--- config.mk ---
export PLATFORM = sky130hd
export DESIGN_NAME = pending_request_tracker
export DESIGN_NICKNAME = d
export VERILOG_FILES = /design/src/hw/rtl/prt_pkg.sv /design/src/hw/rtl/prt_ram.sv /design/src/hw/rtl/pending_request_tracker.sv
export SDC_FILE = /design/constraint.sdc
export NUM_CORES = 2
export LEC_CHECK = 0
export ABC_CLOCK_PERIOD_IN_PS = 15100
export BUFFER_PORTS_ARGS = -buffer_cell sky130_fd_sc_hd__buf_2
export CAP_MARGIN = 20
export CORE_MARGIN = 1.5
export CORE_UTILIZATION = 54
export CTS_BUF_LIST = sky130_fd_sc_hd__clkbuf_2 sky130_fd_sc_hd__clkbuf_4 sky130_fd_sc_hd__clkbuf_8
export DETAILED_ROUTE_END_ITERATION = 10
export HOLD_SLACK_MARGIN = 0.05
export PLACE_DENSITY_LB_ADDON = 0.15
export SLEW_MARGIN = 20
export SYNTH_ARGS = -nofsm -noshare
export SYNTH_HDL_FRONTEND = slang
export SYNTH_SLANG_ARGS = --single-unit
--- constraint.sdc ---
create_clock -name clk -period 15.1 [get_ports clk]
set_input_delay 0.755 -clock clk [delete_from_list [all_inputs] [get_ports clk]]
set_output_delay 0.755 -clock clk [all_outputs]
set_load 0.01 [all_outputs]
--- src/hw/rtl/prt_pkg.sv ---
`default_nettype none
package prt_pkg;
    localparam int DEPTH     = 16;
    localparam int TIME_BITS = 48;
    localparam int IDX_W     = $clog2(DEPTH);
    localparam int CNT_W     = 5;
    localparam int ID_W      = 64;
    localparam int TAG_W     = 16;
    localparam int WORD_W    = 64;
    localparam int ERR_W     = 16;

    typedef enum logic [2:0] {
        CMD_ADD      = 3'd0,
        CMD_COMPLETE = 3'd1,
        CMD_REMOVE   = 3'd2,
        CMD_EXPIRE   = 3'd3,
        CMD_FLUSH    = 3'd4
    } cmd_t;

    typedef enum logic [1:0] {
        ST_OK       = 2'd0,
        ST_LIMIT    = 2'd1,
        ST_DUP      = 2'd2,
        ST_NOTFOUND = 2'd3
    } status_t;

    typedef enum logic [1:0] {
        KIND_NONE     = 2'd0,
        KIND_COMPLETE = 2'd1,
        KIND_EXPIRED  = 2'd2,
        KIND_FLUSHED  = 2'd3
    } kind_t;

    typedef struct packed {
        logic [TIME_BITS-1:0] deadline;
        logic [TAG_W-1:0]     tag;
        logic [ID_W-1:0]      id;
    } entry_t;

    localparam int ENTRY_W = $bits(entry_t);
endpackage
`default_nettype wire

--- src/hw/rtl/prt_ram.sv ---
`default_nettype none
module prt_ram #(
    parameter int W = 8,
    parameter int D = 16
) (
    input  wire logic                 clk,
    input  wire logic                 we,
    input  wire logic [$clog2(D)-1:0] waddr,
    input  wire logic [W-1:0]         wdata,
    input  wire logic                 re,
    input  wire logic [$clog2(D)-1:0] raddr,
    output logic      [W-1:0]         rdata
);
    logic [W-1:0] mem [D];

    always_ff @(posedge clk)
    begin
        if (we)
        begin
            mem[waddr] <= wdata;
        end
        if (re)
        begin
            rdata <= mem[raddr];
        end
    end
endmodule
`default_nettype wire

--- src/hw/rtl/pending_request_tracker.sv ---
// pending_request_tracker: table of outstanding requests keyed by a 64-bit id.
// Commands enter on the s_ beat channel (cmd in s_tuser), results leave on the
// m_ channel (out_kind in m_tuser, last in m_tlast). cfg_we/cfg_wdata set the
// pending limit (zero acts as one, above 16 acts as 16); write only when idle.
// One command is worked at a time. Every command first scans all 16 table
// slots through the entry memory, one read a cycle; the memory has a
// registered read port, and each result beat is registered after the scan.
// Add, complete, remove and unused codes give one result. Expire and fail-all
// clear matching slots during the scan, then read each freed slot back from
// memory one freed entry at a time, giving a result for each, and close with
// a result that carries the freed count and has m_tlast high.
// The result register holds a beat while m_tready is low; the block waits
// for it to drain before writing the next result. s_tready is high only
// between commands. Reset clears all valid bits, the count and the outputs
// and sets the limit to 16; entry contents need no clearing.
`default_nettype none
module pending_request_tracker (
    input  wire logic         clk,
    input  wire logic         rst_n,
    input  wire logic         cfg_we,
    input  wire logic [4:0]   cfg_wdata,
    input  wire logic         s_tvalid,
    output logic              s_tready,
    // req_key, call_tag, deadline_time, now_time, result_word, error_code
    input  wire logic [255:0] s_tdata,
    // cmd
    input  wire logic [2:0]   s_tuser,
    output logic              m_tvalid,
    input  wire logic         m_tready,
    // status, out_id, out_tag, out_word, occupancy, freed_count, zero pad
    output logic [159:0]      m_tdata,
    // out_kind
    output logic [1:0]        m_tuser,
    output logic              m_tlast
);
    import prt_pkg::*;

    typedef enum logic [2:0] {
        S_IDLE,
        S_SCAN,
        S_RESOLVE,
        S_FREAD,
        S_FOUT,
        S_CLOSE
    } state_t;

    state_t                state_reg;
    logic [2:0]            cmd_reg;
    logic [ID_W-1:0]       id_reg;
    logic [TAG_W-1:0]      tag_reg;
    logic [TIME_BITS-1:0]  dl_reg;
    logic [TIME_BITS-1:0]  now_reg;
    logic [WORD_W-1:0]     word_reg;
    logic [ERR_W-1:0]      err_reg;
    logic [DEPTH-1:0]      valid_reg;
    logic [CNT_W-1:0]      count_reg;
    logic [4:0]            maxp_reg;
    logic [IDX_W:0]        idx_reg;
    logic                  pend_reg;
    logic [IDX_W-1:0]      ridx_reg;
    logic                  found_reg;
    logic [IDX_W-1:0]      slot_reg;
    logic [TAG_W-1:0]      hit_tag_reg;
    logic [DEPTH-1:0]      mask_reg;
    logic [CNT_W-1:0]      freed_reg;
    logic                  m_tvalid_reg;
    logic [159:0]          m_tdata_reg;
    logic [1:0]            m_tuser_reg;
    logic                  m_tlast_reg;

    logic                  out_load;
    logic [159:0]          m_tdata_next;
    logic [1:0]            m_tuser_next;
    logic                  m_tlast_next;

    logic                  ram_we;
    logic                  ram_re;
    logic [IDX_W-1:0]      ram_raddr;
    entry_t                rd_entry;
    logic [ENTRY_W-1:0]    rd_bits;
    entry_t                wr_entry;

    logic                  out_free;
    logic [CNT_W-1:0]      limit;
    logic                  any_free;
    logic [IDX_W-1:0]      free_slot;
    logic [IDX_W-1:0]      mask_slot;
    logic                  sweep_cmd;
    logic                  hit;

    assign rd_entry = entry_t'(rd_bits);
    assign wr_entry = '{deadline: dl_reg, tag: tag_reg, id: id_reg};
    assign out_free = !m_tvalid_reg || m_tready;
    assign sweep_cmd = (cmd_reg == CMD_EXPIRE) || (cmd_reg == CMD_FLUSH);

    always_comb
    begin
        if (maxp_reg == '0)
            limit = CNT_W'(1);
        else if (maxp_reg > CNT_W'(DEPTH))
            limit = CNT_W'(DEPTH);
        else
            limit = maxp_reg;
    end

    // lowest free slot and lowest slot left to deliver
    always_comb
    begin
        any_free  = 1'b0;
        free_slot = '0;
        mask_slot = '0;
        for (int i = DEPTH - 1; i >= 0; i--)
        begin
            if (!valid_reg[i])
            begin
                any_free  = 1'b1;
                free_slot = IDX_W'(i);
            end
            if (mask_reg[i])
                mask_slot = IDX_W'(i);
        end
    end

    always_comb
    begin
        hit = 1'b0;
        if (pend_reg && valid_reg[ridx_reg])
        begin
            if (sweep_cmd)
                hit = (cmd_reg == CMD_FLUSH) || (rd_entry.deadline <= now_reg);
            else
                hit = (rd_entry.id == id_reg);
        end
    end

    always_comb
    begin
        ram_re    = 1'b0;
        ram_raddr = idx_reg[IDX_W-1:0];
        ram_we    = 1'b0;
        if (state_reg == S_SCAN && idx_reg != (IDX_W+1)'(DEPTH))
            ram_re = 1'b1;
        if (state_reg == S_FREAD && mask_reg != '0)
        begin
            ram_re    = 1'b1;
            ram_raddr = mask_slot;
        end
        if (state_reg == S_RESOLVE && out_free && cmd_reg == CMD_ADD
            && count_reg < limit && !found_reg && any_free)
            ram_we = 1'b1;
    end

    // next result beat
    always_comb
    begin
        out_load              = 1'b0;
        m_tdata_next          = '0;
        m_tuser_next          = KIND_NONE;
        m_tlast_next          = 1'b1;
        m_tdata_next[150:146] = count_reg;
        unique case (state_reg)
            S_RESOLVE:
            begin
                out_load = out_free;
                priority case (cmd_reg)
                    CMD_ADD:
                    begin
                        if (count_reg >= limit || (!found_reg && !any_free))
                            m_tdata_next[1:0] = ST_LIMIT;
                        else if (found_reg)
                            m_tdata_next[1:0] = ST_DUP;
                        else
                            m_tdata_next[150:146] = count_reg + 1'b1;
                    end
                    CMD_COMPLETE, CMD_REMOVE:
                    begin
                        if (!found_reg)
                            m_tdata_next[1:0] = ST_NOTFOUND;
                        else
                        begin
                            m_tdata_next[150:146] = count_reg - 1'b1;
                            if (cmd_reg == CMD_COMPLETE)
                            begin
                                m_tuser_next         = KIND_COMPLETE;
                                m_tdata_next[65:2]   = id_reg;
                                m_tdata_next[81:66]  = hit_tag_reg;
                                m_tdata_next[145:82] = word_reg;
                            end
                        end
                    end
                    default:
                    begin
                    end
                endcase
            end
            S_FOUT:
            begin
                out_load             = out_free;
                m_tlast_next         = 1'b0;
                m_tuser_next         = (cmd_reg == CMD_EXPIRE) ? KIND_EXPIRED
                                                               : KIND_FLUSHED;
                m_tdata_next[65:2]   = rd_entry.id;
                m_tdata_next[81:66]  = rd_entry.tag;
                m_tdata_next[145:82] = WORD_W'(err_reg);
            end
            S_CLOSE:
            begin
                out_load              = out_free;
                m_tdata_next[155:151] = freed_reg;
            end
            default:
            begin
            end
        endcase
    end

    prt_ram #(
        .W(ENTRY_W),
        .D(DEPTH)
    ) u_ram (
        .clk  (clk),
        .we   (ram_we),
        .waddr(free_slot),
        .wdata(ENTRY_W'(wr_entry)),
        .re   (ram_re),
        .raddr(ram_raddr),
        .rdata(rd_bits)
    );

    always_ff @(posedge clk or negedge rst_n)
    begin
        if (!rst_n)
        begin
            state_reg    <= S_IDLE;
            cmd_reg      <= '0;
            id_reg       <= '0;
            tag_reg      <= '0;
            dl_reg       <= '0;
            now_reg      <= '0;
            word_reg     <= '0;
            err_reg      <= '0;
            valid_reg    <= '0;
            count_reg    <= '0;
            maxp_reg     <= 5'd16;
            idx_reg      <= '0;
            pend_reg     <= 1'b0;
            ridx_reg     <= '0;
            found_reg    <= 1'b0;
            slot_reg     <= '0;
            hit_tag_reg  <= '0;
            mask_reg     <= '0;
            freed_reg    <= '0;
            m_tvalid_reg <= 1'b0;
            m_tlast_reg  <= 1'b0;
            m_tuser_reg  <= '0;
            m_tdata_reg  <= '0;
        end
        else
        begin
            if (cfg_we)
                maxp_reg <= cfg_wdata;

            if (out_load)
            begin
                m_tvalid_reg <= 1'b1;
                m_tdata_reg  <= m_tdata_next;
                m_tuser_reg  <= m_tuser_next;
                m_tlast_reg  <= m_tlast_next;
            end
            else if (m_tready)
                m_tvalid_reg <= 1'b0;

            unique case (state_reg)
                S_IDLE:
                begin
                    if (s_tvalid)
                    begin
                        cmd_reg   <= s_tuser;
                        id_reg    <= s_tdata[63:0];
                        tag_reg   <= s_tdata[79:64];
                        dl_reg    <= s_tdata[127:80];
                        now_reg   <= s_tdata[175:128];
                        word_reg  <= s_tdata[239:176];
                        err_reg   <= s_tdata[255:240];
                        idx_reg   <= '0;
                        pend_reg  <= 1'b0;
                        found_reg <= 1'b0;
                        mask_reg  <= '0;
                        freed_reg <= '0;
                        state_reg <= S_SCAN;
                    end
                end
                S_SCAN:
                begin
                    pend_reg <= ram_re;
                    ridx_reg <= idx_reg[IDX_W-1:0];
                    if (ram_re)
                        idx_reg <= idx_reg + 1'b1;
                    if (hit)
                    begin
                        if (sweep_cmd)
                        begin
                            valid_reg[ridx_reg] <= 1'b0;
                            mask_reg[ridx_reg]  <= 1'b1;
                            count_reg           <= count_reg - 1'b1;
                            freed_reg           <= freed_reg + 1'b1;
                        end
                        else if (!found_reg)
                        begin
                            found_reg   <= 1'b1;
                            slot_reg    <= ridx_reg;
                            hit_tag_reg <= rd_entry.tag;
                        end
                    end
                    if (!ram_re && !pend_reg)
                        state_reg <= sweep_cmd ? S_FREAD : S_RESOLVE;
                end
                S_RESOLVE:
                begin
                    if (out_free)
                    begin
                        state_reg <= S_IDLE;
                        if (ram_we)
                        begin
                            valid_reg[free_slot] <= 1'b1;
                            count_reg            <= count_reg + 1'b1;
                        end
                        else if ((cmd_reg == CMD_COMPLETE || cmd_reg == CMD_REMOVE)
                                 && found_reg)
                        begin
                            valid_reg[slot_reg] <= 1'b0;
                            count_reg           <= count_reg - 1'b1;
                        end
                    end
                end
                S_FREAD:
                begin
                    if (mask_reg == '0)
                        state_reg <= S_CLOSE;
                    else
                    begin
                        mask_reg[mask_slot] <= 1'b0;
                        state_reg <= S_FOUT;
                    end
                end
                S_FOUT:
                begin
                    if (out_free)
                        state_reg <= S_FREAD;
                end
                S_CLOSE:
                begin
                    if (out_free)
                        state_reg <= S_IDLE;
                end
                default:
                    state_reg <= S_IDLE;
            endcase
        end
    end

    assign s_tready = (state_reg == S_IDLE);
    assign m_tvalid = m_tvalid_reg;
    assign m_tdata  = m_tdata_reg;
    assign m_tuser  = m_tuser_reg;
    assign m_tlast  = m_tlast_reg;
endmodule
`default_nettype wire

==> results <==
- The run finished, with violations left.
- The checks that failed: DRC.
- By area the synthesized netlist is led by sky130_fd_sc_hd__edfxtp_1 (61%), sky130_fd_sc_hd__dfrtp_1 (12%), sky130_fd_sc_hd__nand2_1 (11%), sky130_fd_sc_hd__nand3_1 (6.1%), sky130_fd_sc_hd__buf_2 (1.1%).
- The leading cell type in the layout, fill and taps excluded is sky130_fd_sc_hd__nand2_1.
- The clock tree from TritonCTS is built.
- The sum of internal, switching and leakage power is 0.0240 W.
- The total area of sequential cells is 77900 µm².
- The overall die height is 447 µm.
- The biggest fanout along the worst timing path is 44.
- The H-tree depth is 5.
- The maximum number of pins on one net before global-route repair is 216.
- For the pin with the worst max-slew slack, the measured transition is 1.37 ns.
- The dominant cell type by area after synthesis is sky130_fd_sc_hd__edfxtp_1.
- The layout has 15040 filler cells.
- The worst setup path is captured at a flop.
- The number of ports placed on the die boundary is 434.
- Synthesis produced a netlist whose cell count is 8672.
- Yosys mapped a number of flops with a built-in enable equal to 2176.
- The post-synthesis instance area is 106000 µm².
- The area of the core region is 195000 µm².
- The synthesized area divided by synthesized cell count is 12.3 µm².
- Once the clock tree was built, the setup fixing pass inserted 0 buffers.
- The power density over the cells is 196 nW/µm².
- The top-area cell type share of the netlist area is 61.4%.
- The first-iteration detailed-routing DRC count is 8207.
- The Yosys warning count is 0.
- The post-cts sizing count is 0.
- The path class of the lowest-slack min-delay path is primary input to flop.
- The worst setup path is of the flop to flop kind.
- The leakage power total is 47.7 nW.
- The worst ir drop on vdd is 0.000232 V.
- Measured against its own limit, the worst slew margin works out to 8.81%.
- The number of port buffers is 429.
- The starting density of the core is 54.5%.
- The die covers 200000 µm².
- The post-synthesis to final-layout area growth is 15.3%.
- The layer with the highest usage after global routing is met2.
- The global route total overflow is 0.
- On the final layout, the worst clock skew is 0.0904 ns.
- The clock-pin slew on the worst setup and hold paths is 0.06 ns.
- The worst-skew pair later-pin latency is 1.12 ns.
- The max-cap check violation count is 0.
- The data required time of the critical path is 15.79 ns.
- The setup slack of the most critical reg-to-reg path is 9.25 ns.
- The proportion of synthesized chip area in sequential cells is 73.2%.
- Across all layers, the routed design uses 72926 vias.
- The via count of the first global-routing pass is 70246.
- The total routing resource utilization after global routing is 30.0%.
- The routed length per instance is 24.5 µm.
- The number of iterations in the first detailed-routing pass is 9.
- The clock passes through at most 4 buffers.
- For this run, global-route usage on met3 was measured as 4.30%.
- The number of antenna violations at the first check in global routing is 5.
- The buffer type at the clock tree root is sky130_fd_sc_hd__clkbuf_8.
- In this run, post-CTS hold repair placed 272 buffers.
- Static timing analysis puts the maximum clock frequency at 171 MHz.
- The final setup TNS is 0 ns.
- The routing usage on met1 is 41.3%.
- Counting the buffers created by CTS gives 437.
- The number of placement rows is 162.
- The count of unresolved DRC violations after routing is 3.
- The number of library cell types mapped by synthesis is 79.
- The final count of pins violating max slew came to 0.
- The post-route clock period utilization is 38.7%.
- STA puts the critical path data arrival time at 6.54 ns.
- In the layout the commonest cells are sky130_fd_sc_hd__nand2_1 (2979), sky130_fd_sc_hd__edfxtp_1 (2176), sky130_fd_sc_hd__nand3_1 (1306).
- Setup repair after global routing left no endpoint under its margin.
- The final layout contains routed wiring with a total length of 303 mm.
- The primary flip-flop cell chosen by synthesis mapping is sky130_fd_sc_hd__edfxtp_1.
- The wire-length estimate of the detail-placed layout is 151 mm.
- The register with the most flip-flops in the layout has 2048 of them.
- The total number of nets in the final design is 9722.
- The time the worst path needs with I/O delays and setup is 5.85 ns.
- The post-detailed-route count of antenna-violating nets is 0.
- The worst setup path is launched from a flop.
- The count of endpoints failing hold in the final timing report was 0.
- Measured along the x axis, the die boundary spans 447 µm.
- For this run, global-route usage on met2 was measured as 48.0%.
- Clock tree synthesis found a total of 2676 sinks.
- Routability-driven placement finished with a final weighted congestion of 0.879.
- Setup violations remaining at the end of the flow were counted as 0.
- In the final layout, the multi-input gates occupy 26200 µm².
- The number of vias per cell is 5.89.
- Synthesis inferred 2676 register bits.
- The wire length of the first global-routing pass is 448 mm.
- The async set-reset flop share out of synthesis is 18.7%.
- The ratio of cells with drive above 1 in the final layout is 14.2%.
## path summary, 6_finish.rpt
check	start	to	cells after the start
max in group asynchronous	rst_n	m_tdata[30]$_DFFE_PN0P_	4
max reg2reg	state_reg[1]$_DFFE_PN0P_	u_ram.mem[13][86]$_DFFE_PP_	9
min in group asynchronous	rst_n	m_tdata[95]$_DFFE_PN0P_	2
min	s_tdata[3]	id_reg[3]$_DFFE_PN0P_	3
min reg2reg	hit_tag_reg[7]$_DFFE_PN0P_	m_tdata[73]$_DFFE_PN0P_	2
max	state_reg[1]$_DFFE_PN0P_	u_ram.mem[13][86]$_DFFE_PP_	9
## cells in the mapped netlist, types with 5 or more instances
library cell                count
sky130_fd_sc_hd__ha_1          58
sky130_fd_sc_hd__buf_4          9
sky130_fd_sc_hd__nand4_1       41
sky130_fd_sc_hd__nand3_1     1306
sky130_fd_sc_hd__and3_1         6
sky130_fd_sc_hd__buf_1         12
sky130_fd_sc_hd__xnor2_1       70
sky130_fd_sc_hd__nor2b_1       16
sky130_fd_sc_hd__a22o_1        54
sky130_fd_sc_hd__a32oi_1      129
sky130_fd_sc_hd__o31ai_1       18
sky130_fd_sc_hd__o22ai_1       10
sky130_fd_sc_hd__o21ai_0       82
sky130_fd_sc_hd__a22oi_1      100
sky130_fd_sc_hd__nor2_1        73
sky130_fd_sc_hd__or2_2          6
sky130_fd_sc_hd__mux2i_1        6
sky130_fd_sc_hd__a31oi_1      135
sky130_fd_sc_hd__nand2b_1      17
sky130_fd_sc_hd__inv_1         66
sky130_fd_sc_hd__xor2_1         7
sky130_fd_sc_hd__a2bb2oi_1      7
sky130_fd_sc_hd__edfxtp_1    2176
sky130_fd_sc_hd__o211ai_1      20
sky130_fd_sc_hd__a21o_1        28
sky130_fd_sc_hd__nand2_1     2982
sky130_fd_sc_hd__o21a_1         5
sky130_fd_sc_hd__clkbuf_1     289
sky130_fd_sc_hd__or4_1         14
sky130_fd_sc_hd__mux2_2        31
sky130_fd_sc_hd__o311ai_0       7
sky130_fd_sc_hd__buf_2        228
sky130_fd_sc_hd__nor3_1        23
sky130_fd_sc_hd__o22a_1         5
sky130_fd_sc_hd__dfrtp_1      499
sky130_fd_sc_hd__a211oi_1      12
sky130_fd_sc_hd__a21oi_1       43
sky130_fd_sc_hd__nor4_1        13
## routing by layer
| layer | part of all wire (%) | routed length, µm | up-vias |
|---|---|---|---|
| met5 | 0.0043 | 13 | - |
| met4 | 4.2 | 12800 | 2 |
| li1 | - | - | 32529 |
| met2 | 47 | 144000 | 3521 |
| met3 | 8.0 | 24100 | 644 |
| met1 | 40 | 122000 | 36230 |
## where the power goes
part	switching [W]	leakage (nW)	internal, W	total (W)
clock network	0.00284	4.86	0.00366	0.00650
logic	0.00454	16.6	0.00198	0.00652
registers	0.00131	26.2	0.00968	0.0110
## kinds of logic (layout without fill, tap and decap cells)
| logic type | after synthesis | after routing | share of synthesized area (%) |
|---|---|---|---|
| compound gates | 696 | 696 | 4.74 |
| other cells | 1 | 13 | 0.00352 |
| simple gates | 4520 | 4520 | 17.9 |
| mux | 40 | 40 | 0.448 |
| flops | 2676 | 2676 | 73.2 |
| fa+ha+maj | 58 | 58 | 0.682 |
| xor+xnor | 77 | 77 | 0.634 |
| buf+inv | 604 | 1669 | 2.43 |
## area by class of cell
| class | count | area share, % |
|---|---|---|
| diodes | 9 | 0.0184 |
| clock buffers | 692 | 6.83 |
| multi-input cells | 5395 | 21.4 |
| inverters | 66 | 0.202 |
| clock inverters | 92 | 0.561 |
| flip-flops and latches | 2676 | 63.5 |
| well taps | 2624 | 2.68 |
| repair buffers | 819 | 4.88 |
## worst max-delay path: stages (launching register included)
cell,delay (ns)
sky130_fd_sc_hd__dfrtp_1,0.77
sky130_fd_sc_hd__nor3b_1,0.28
sky130_fd_sc_hd__buf_4,0.25
sky130_fd_sc_hd__nand2_1,0.26
sky130_fd_sc_hd__or4_1,0.76
sky130_fd_sc_hd__nor2_1,0.26
sky130_fd_sc_hd__nand3_1,0.33
sky130_fd_sc_hd__nor2_4,0.84
sky130_fd_sc_hd__buf_4,0.87
sky130_fd_sc_hd__buf_4,0.73
## stage by stage
step                hold slack, ns  instance area [µm²]  std cells  worst slack [ns]  util [%]
CTS                         0.0521               123000      12363              9.21      62.8
detailed placement           0.452               111000      11307              9.29      56.7
floorplan                    0.442               106000       8675              3.09         -
finish                       0.113               123000      12373              9.25      62.8
global route                0.0537               123000      12370              8.97      62.8
global placement             0.450               111000      11307              9.41      56.7
Power figures use the tool's default switching activity.
